## src/design/text_console_writer_unit_macros.svh

```systemverilog
// ---------------------------------------------------------------------------
// Text console writer assertion macros
// Shorthand for clocked implication checks, reset-qualified.
// ---------------------------------------------------------------------------
`ifndef TEXT_CONSOLE_WRITER_UNIT_MACROS_SVH
`define TEXT_CONSOLE_WRITER_UNIT_MACROS_SVH

// same-cycle implication
`define TCW_ASSERT_IMPL(name, ante, cons) \
   name: assert property (@(posedge clock) disable iff (reset) (ante) |-> (cons)) \
      else $error("text console writer: same-cycle check failed");

// next-cycle implication
`define TCW_ASSERT_NEXT(name, ante, cons) \
   name: assert property (@(posedge clock) disable iff (reset) (ante) |=> (cons)) \
      else $error("text console writer: next-cycle check failed");

`endif

```

## src/design/tcw_pkg.sv

```systemverilog
// ---------------------------------------------------------------------------
// Text console writer package
// Shared constants, request codes and control structs.
// ---------------------------------------------------------------------------
package tcw_pkg;

   localparam int SCREEN_COLS_DEF = 80;
   localparam int SCREEN_ROWS_DEF = 25;

   localparam int CELL_W = 16;

   localparam logic [1:0] REQ_PUT   = 2'd0;
   localparam logic [1:0] REQ_SET   = 2'd1;
   localparam logic [1:0] REQ_CLEAR = 2'd2;
   localparam logic [1:0] REQ_READ  = 2'd3;

   localparam logic [7:0] CH_BS    = 8'h08;
   localparam logic [7:0] CH_TAB   = 8'h09;
   localparam logic [7:0] CH_LF    = 8'h0A;
   localparam logic [7:0] CH_CR    = 8'h0D;
   localparam logic [7:0] CH_SPACE = 8'h20;

   localparam logic [7:0] RESET_ATTR = 8'h07;

   typedef struct packed {
      logic       update;
      logic [1:0] req_type;
      logic [7:0] char_code;
      logic [6:0] target_col;
      logic [4:0] target_row;
   } tcw_cmd_type;

   typedef struct packed {
      logic scroll;
      logic write_cell;
   } tcw_move_type;

endpackage

```

## src/design/tcw_cursor.sv

```systemverilog
// ---------------------------------------------------------------------------
// Cursor unit
// Holds the cursor and works out its next position for each request.
// ---------------------------------------------------------------------------
module tcw_cursor #(
   parameter int SCREEN_COLS = tcw_pkg::SCREEN_COLS_DEF,
   parameter int SCREEN_ROWS = tcw_pkg::SCREEN_ROWS_DEF,
   parameter int COL_W       = $clog2(SCREEN_COLS),
   parameter int ROW_W       = $clog2(SCREEN_ROWS)
) (
   input  logic                 clock,
   input  logic                 reset,
   input  tcw_pkg::tcw_cmd_type cmd,
   output logic [COL_W-1:0]     col_now,
   output logic [ROW_W-1:0]     row_now,
   output logic [COL_W-1:0]     col_next,
   output logic [ROW_W-1:0]     row_next,
   output tcw_pkg::tcw_move_type move
);
   import tcw_pkg::*;

   localparam logic [COL_W-1:0] LAST_COL = COL_W'(SCREEN_COLS - 1);
   localparam logic [ROW_W-1:0] LAST_ROW = ROW_W'(SCREEN_ROWS - 1);

   logic [COL_W-1:0] col_ff, col_in;
   logic [ROW_W-1:0] row_ff, row_in;
   logic             scroll;
   logic             write_cell;
   logic             do_advance;
   logic             do_feed;

   always_comb begin
      col_in     = col_ff;
      row_in     = row_ff;
      scroll     = 1'b0;
      write_cell = 1'b0;
      do_advance = 1'b0;
      do_feed    = 1'b0;
      unique case (cmd.req_type)
         REQ_PUT: begin
            priority if (cmd.char_code == CH_BS) begin
               if (col_ff != '0) begin
                  col_in = col_ff - 1'b1;
               end else if (row_ff != '0) begin
                  row_in = row_ff - 1'b1;
               end
            end else if (cmd.char_code == CH_TAB) begin
               do_advance = 1'b1;
            end else if (cmd.char_code == CH_CR) begin
               col_in = '0;
            end else if (cmd.char_code == CH_LF) begin
               do_feed = 1'b1;
            end else if (cmd.char_code >= CH_SPACE) begin
               write_cell = 1'b1;
               do_advance = 1'b1;
            end else begin
               col_in = col_ff;
            end
            // advance wraps into a line feed at the last column
            if (do_advance) begin
               if (col_ff < LAST_COL) begin
                  col_in = col_ff + 1'b1;
               end else begin
                  col_in  = '0;
                  do_feed = 1'b1;
               end
            end
            if (do_feed) begin
               if (row_ff < LAST_ROW) begin
                  row_in = row_ff + 1'b1;
               end else begin
                  col_in = '0;
                  scroll = 1'b1;
               end
            end
         end
         REQ_SET: begin
            col_in = (32'(cmd.target_col) > SCREEN_COLS - 1) ? LAST_COL
                                                           : COL_W'(cmd.target_col);
            row_in = (32'(cmd.target_row) > SCREEN_ROWS - 1) ? LAST_ROW
                                                           : ROW_W'(cmd.target_row);
         end
         REQ_CLEAR, REQ_READ: begin
            col_in = col_ff;
         end
         default: begin
            col_in = col_ff;
         end
      endcase
   end

   always_ff @(posedge clock) begin
      if (reset) begin
         col_ff <= '0;
         row_ff <= '0;
      end else if (cmd.update) begin
         col_ff <= col_in;
         row_ff <= row_in;
      end
   end

   assign col_now         = col_ff;
   assign row_now         = row_ff;
   assign col_next        = col_in;
   assign row_next        = row_in;
   assign move.scroll     = scroll;
   assign move.write_cell = write_cell;

endmodule
```

## config.mk

```make
export PLATFORM = sky130hd
export DESIGN_NAME = tcw_cursor
export DESIGN_NICKNAME = d
export VERILOG_FILES = /design/src/design/text_console_writer_unit_macros.svh /design/src/design/tcw_pkg.sv /design/src/design/tcw_cursor.sv
export SDC_FILE = /design/constraint.sdc
export NUM_CORES = 1
export LEC_CHECK = 0
export BUFFER_PORTS_ARGS = -buffer_cell sky130_fd_sc_hd__buf_2
export CORE_AREA = 2 2 56 58
export DETAILED_ROUTE_END_ITERATION = 8
export DIE_AREA = 0 0 58 60
export MAX_ROUTING_LAYER = met4
export PLACE_DENSITY_LB_ADDON = 0.3
export SLEW_MARGIN = 20
export SYNTH_ARGS = -nofsm -noshare
export SYNTH_HDL_FRONTEND = slang
export SYNTH_SLANG_ARGS = --single-unit
export TNS_END_PERCENT = 5
```

## constraint.sdc

```tcl
create_clock -name clock -period 3.4 [get_ports clock]
set_clock_uncertainty 0.1 [all_clocks]
set_input_delay 0.17 -clock clock [delete_from_list [all_inputs] [get_ports clock]]
set_output_delay 0.17 -clock clock [all_outputs]
set_load 0.03 [all_outputs]
```

# --- Yosys cells after proc, flatten, opt, wreduce, memory -nomap -nowiden ---
# Index checks and enable logic that the tools add are counted.
op_classes:
  magnitude_cmp: 5
  mux: 36
  n_eq_ne: 7
  reduce_logical: 4
  addsub: 4
op_table:
  columns: ["cell", "count"]
  rows:
  - ["2-to-1 mux 7 bit", 9]
  - ["equality test 8 x 4 -> 1 bit (second input constant)", 4]
  - ["2-to-1 mux 5 bit", 6]
  - ["case mux 7 bit (3 select lines)", 1]
  - ["2-to-1 mux 1 bit", 19]
  - ["case mux 5 bit (2 select lines)", 1]
  - ["greater-or-equal comparator 8 x 6 -> 1 bit (second input constant)", 1]
  - ["adder 7 x 1 -> 7 bit (second input constant)", 1]
  - ["> comparator 7 bit (second input constant)", 1]
  - ["< comparator 7 bit (second input constant)", 1]
  - ["nonzero test 7 bit", 1]
  - ["subtractor 7 x 1 -> 7 bit (second input constant)", 1]
  - ["adder 5 x 1 -> 5 bit (second input constant)", 1]
  - ["> comparator 5 bit (second input constant)", 1]
  - ["< comparator 5 bit (second input constant)", 1]
  - ["nonzero test 5 bit", 1]
  - ["subtractor 5 x 1 -> 5 bit (second input constant)", 1]
  - ["equality test 2 bit (second input constant)", 2]
  - ["equality test 2 x 1 -> 1 bit (second input constant)", 1]
  - ["zero test 2 bit", 1]
  - ["OR reduction 2 bit", 1]
word_totals:
  inputBits: 25
  reg_bits: 12
  wordCells: 58

# --- Longest topological paths before layout ---
logic_depth:
  depth_word: 11
  ltp_mapped: 8
  depth_no_buf: 8

# --- Least setup slack after synthesis ---
# Ideal clock, no wire load.
synth_path:
  kind: "register to output"
  from: "register col_ff[0] (netlist: col_now[0])"
  to: "output col_next[2]"
  path_stages_with_launch: 8
  n_path_buf: 0
  arrival_ns: 2.398
  setup_slack_ns: 0.732
  required_ns: 3.130
  cell_sequence: "dfxtp_1 inv_1 ha_1 nor3b_2 a211oi_4 o2111a_1 a211oi_1 o21ai_0"
synth_via:
  elab_chain_len: 7
synth_rtl:
  columns: ["element", "line_no", "text"]
  rows:
  - ["start: declaration", "tcw_cursor.sv:25", "logic [COL_W-1:0] col_ff, col_in;"]
  - ["start signal: assignment", "tcw_cursor.sv:97", "col_ff <= col_in;"]
  - ["subtractor 7 x 1 -> 7 bit / nonzero test 7 bit (equally long branches)", "tcw_cursor.sv:43, tcw_cursor.sv:42", null]
  - ["2-to-1 mux 7 bit", "tcw_cursor.sv:42", "if (col_ff != '0) begin"]
  - ["2-to-1 mux 7 bit", "tcw_cursor.sv:41", "priority if (cmd.char_code == CH_BS) begin"]
  - ["2-to-1 mux 7 bit", "tcw_cursor.sv:60", "if (do_advance) begin"]
  - ["2-to-1 mux 7 bit", "tcw_cursor.sv:69", "if (row_ff < LAST_ROW) begin"]
  - ["2-to-1 mux 7 bit *", "tcw_cursor.sv:68", "if (do_feed) begin"]
  - ["case mux 7 bit (3 select lines) *", "tcw_cursor.sv:39", "unique case (cmd.req_type)"]
  - ["end: declaration", "tcw_cursor.sv:16", "output logic [COL_W-1:0] col_next,"]
# Mark *: on every way between the ends. The rest lies on a longest branch, timed or not. The select of a mux whose other input is x is not followed.

# --- Worst setup path after layout ---
layout_path:
  from: "register col_ff[0] (netlist: col_now[0])"
  to: "output row_next[3]"
layout_via:
  elab_chain_len: 6
layout_rtl:
  columns: ["element", "line_no", "text"]
  rows:
  - ["< comparator 7 bit / nonzero test 7 bit (equally long branches)", "tcw_cursor.sv:61, tcw_cursor.sv:42", null]
  - ["2-to-1 mux 1 bit / 2-to-1 mux 5 bit (equally long branches)", "tcw_cursor.sv:61, tcw_cursor.sv:42", null]
  - ["2-to-1 mux 1 bit / 2-to-1 mux 5 bit (equally long branches)", "tcw_cursor.sv:60, tcw_cursor.sv:41", null]
  - ["2-to-1 mux 1 bit / 2-to-1 mux 5 bit (equally long branches)", "tcw_cursor.sv:39, tcw_cursor.sv:69", null]
  - ["2-to-1 mux 5 bit *", "tcw_cursor.sv:68", null]
  - ["case mux 5 bit (2 select lines) *", "tcw_cursor.sv:39", null]
  - ["end: declaration", "tcw_cursor.sv:17", "output logic [ROW_W-1:0] row_next,"]
# Marked as above.

==> impl_metrics.ini <==
[power_and_ir_drop]
seqPwrFrac_pct = 34.5
p_sw_uw = 212
swShare_pct = 42.2
pwr-share-comb_pct = 42.4
p_clk_share_pct = 23.1
p_per_area_nw_per_um2 = 285
p_leak_uw = 0.000763
ir_drop_uv = 201
internal_power_uw = 290

[drt]
wl_per_cell_um = 14.6
postRouteAntennaNets = 0
drtPass1Iterations = 4
route.vias.total = 1814
drt_iter0_drc = 107
viasPerCell = 6.23
drt_wl_total_um = 4250
drc = 0

[clocking]
ctsHoldBuffers = 0
cts_root_buf = clkbuf_4
cts.path.max_buffers = 2
numCtsBuffers = 3
cts_tree = built
post_cts_resized = 0
clkSlewWorstSetupHoldPaths_ns = 0.07
post_cts_buffers = 0
cts.htree.levels = 1
clk_latency_ns = 0.28
cts.sinks = 12

[yosys]
async_flop_share_pct = 0
yosysSeqAreaShare_pct = 16.0
synth.distinct_cells = 59
mappedNetlistNets = 249
ys_ff_latch = 12
synth_edf_count = 0
yosys.area.top_type = dfxtp_1
synthCells = 220
netlist_area_um2 = 1500
synth_top_area_share_pct = 16.0
yosys_warnings = 0
synth_top_flop_cell = dfxtp_1
avgSynthCellArea_um2 = 6.82
synth_area_leaders = dfxtp_1, o21ai_0, nand2_1

[global_routing]
grt_max_degree = 26
gr-usage-all-layers_pct = 26.4
grt_pass1_vias = 1540
antenna_found_initial = 0
grt_pass1_wl_um = 7000
grt-ovfl-total = 0

[worst_setup_path]
crit_required_ns = 3.13
cp_max_fo = 9
r2r-start = col_now[0]
r2r_cells = 8
start_kind = flop
crit_chain = inv_1 > ha_1 > nor3b_2 > nand4_1 > nor4_1 > mux2i_1 > o21ai_0 > nand2_1 > buf_2
slowest_stage = nand4_1
critical_path_class = reg2out
cp.arrival_ns = 2.81
critical_path_depth = 9
r2r_slack_ns = 0.71
r2r_end = row_now[3]
critPathBufInv = 2
critPathTopFamily = simple AND/OR/NAND/NOR gates
critPathMaxStageDelay_ns = 0.40
worstSetupEndpointType = output pin

[finish]
final_common_cell = buf_2
fillers = 300
antenna_cells = 0
syn_to_final_growth_pct = 17.4
fin_util_pct = 60.7
final_cell_mix = buf_2, nand2_1, nor2_1
layout.nets = 288
drive_above_1_share_pct = 25.2

[floorplanning]
die_h_um = 60
floorplan.initialDensity_pct = 51.7
ios = 51
placeableCoreArea_um2 = 2900
die_area_um2 = 3480
die_w_um = 58
rows = 20

[min_path]
min_from = cmd[10]
min_to = col_now[5]
min_path_cells = 3
hold_class = in2reg

[sta]
fin_setup_tns_ns = 0
post-route-min-period_ns = 3.08
tightest_slew_ns = 0.609
slew_headroom_pct = 58.8
rsz0062_at_grt = no
finalSetupViolCount = 0
fin_crit_sh_pct = 90.6
hold_viol = 0
whs_ns = 0.0991
finalMaxSlewViolations = 0
max_freq_mhz = 325

[place]
place.port_buffers = 50
hpwlAfterDp_um = 3270
place_congestion = 0.914

[run]
drv_cap = 0

[status]
status = complete, no violations
-- worst max-delay path by stage --
stage | startpoint | endpoint
after floorplan | col_now[0] | col_next[2]
after global placement | col_now[0] | row_next[3]
after detailed placement | col_now[0] | row_next[3]
after CTS | col_now[0] | row_next[3]
after global routing | col_now[0] | row_next[3]
final | col_now[0] | row_next[3]
-- flip-flops by register name, summed over array words and instances (netlist names) --
name	cells
row_now	5
col_now	7
-- per-layer routing --
layer / vias to the layer above / share of wire [%] / GRT usage, %
met3: 6 / 7.8 / 3.25
met1: 814 / 46 / 35.2
met5: - / 0 / -
met4: 0 / 0.94 / 7.31
li1: 909 / - / -
met2: 85 / 45 / 42.0
-- power by group through the flow --
stage          clock network (µW)  logic (µW)  registers [µW]
2_1_floorplan                   0         146             179
3_3_place_gp                    0         210             175
3_5_place_dp                    0         211             176
4_1_cts                       118         212             173
5_1_grt                       122         233             176
6_report                      116         213             173
-- cell usage after synthesis (all sizes together), types with 5 or more instances --
master	instances
clkbuf	13
nor2	25
a311oi	6
dfxtp	12
o21ai	23
nand3	6
nand2	25
a21oi	8
inv	9
o21a	6
o211ai	5
nor3	8
-- layout make-up --
cell class,instances,area [µm²],share of cell area (%)
multi-input combinational,182,1150,65.4
tap,33,41.3,2.34
inverter,9,33.8,1.92
clock buffer,4,36.3,2.06
timing repair buffer,51,258,14.6
sequential,12,240,13.6
-- metrics by stage --
step / setup WS (ns) / power, µW / cell area, µm² / cells
after floorplan: 0.732 / 326 / 1500 / 220
after global placement: 0.717 / 385 / 1730 / 287
after detailed placement: 0.721 / 387 / 1730 / 287
after CTS: 0.381 / 503 / 1760 / 291
after global routing: 0.136 / 532 / 1760 / 291
final: 0.320 / 502 / 1760 / 291
-- worst min-delay path: cells and delay by family --
kind                   cells  cell delay [ns]
AND/OR/NAND/NOR            1             0.07
buffers and inverters      1             0.10
AO/OA/AOI/OAI              1             0.08
-- cell families (layout without fill, tap and decap cells) --
family | count (synthesis) | after routing | synth area share, %
flops | 12 | 12 | 16.0
xor+xnor | 4 | 4 | 2.34
fa+ha+maj | 4 | 4 | 3.34
buf+inv | 26 | 64 | 7.17
simple gates | 91 | 91 | 31.4
mux | 3 | 3 | 2.00
compound gates | 80 | 80 | 37.8
Power figures use the tool's default switching activity.
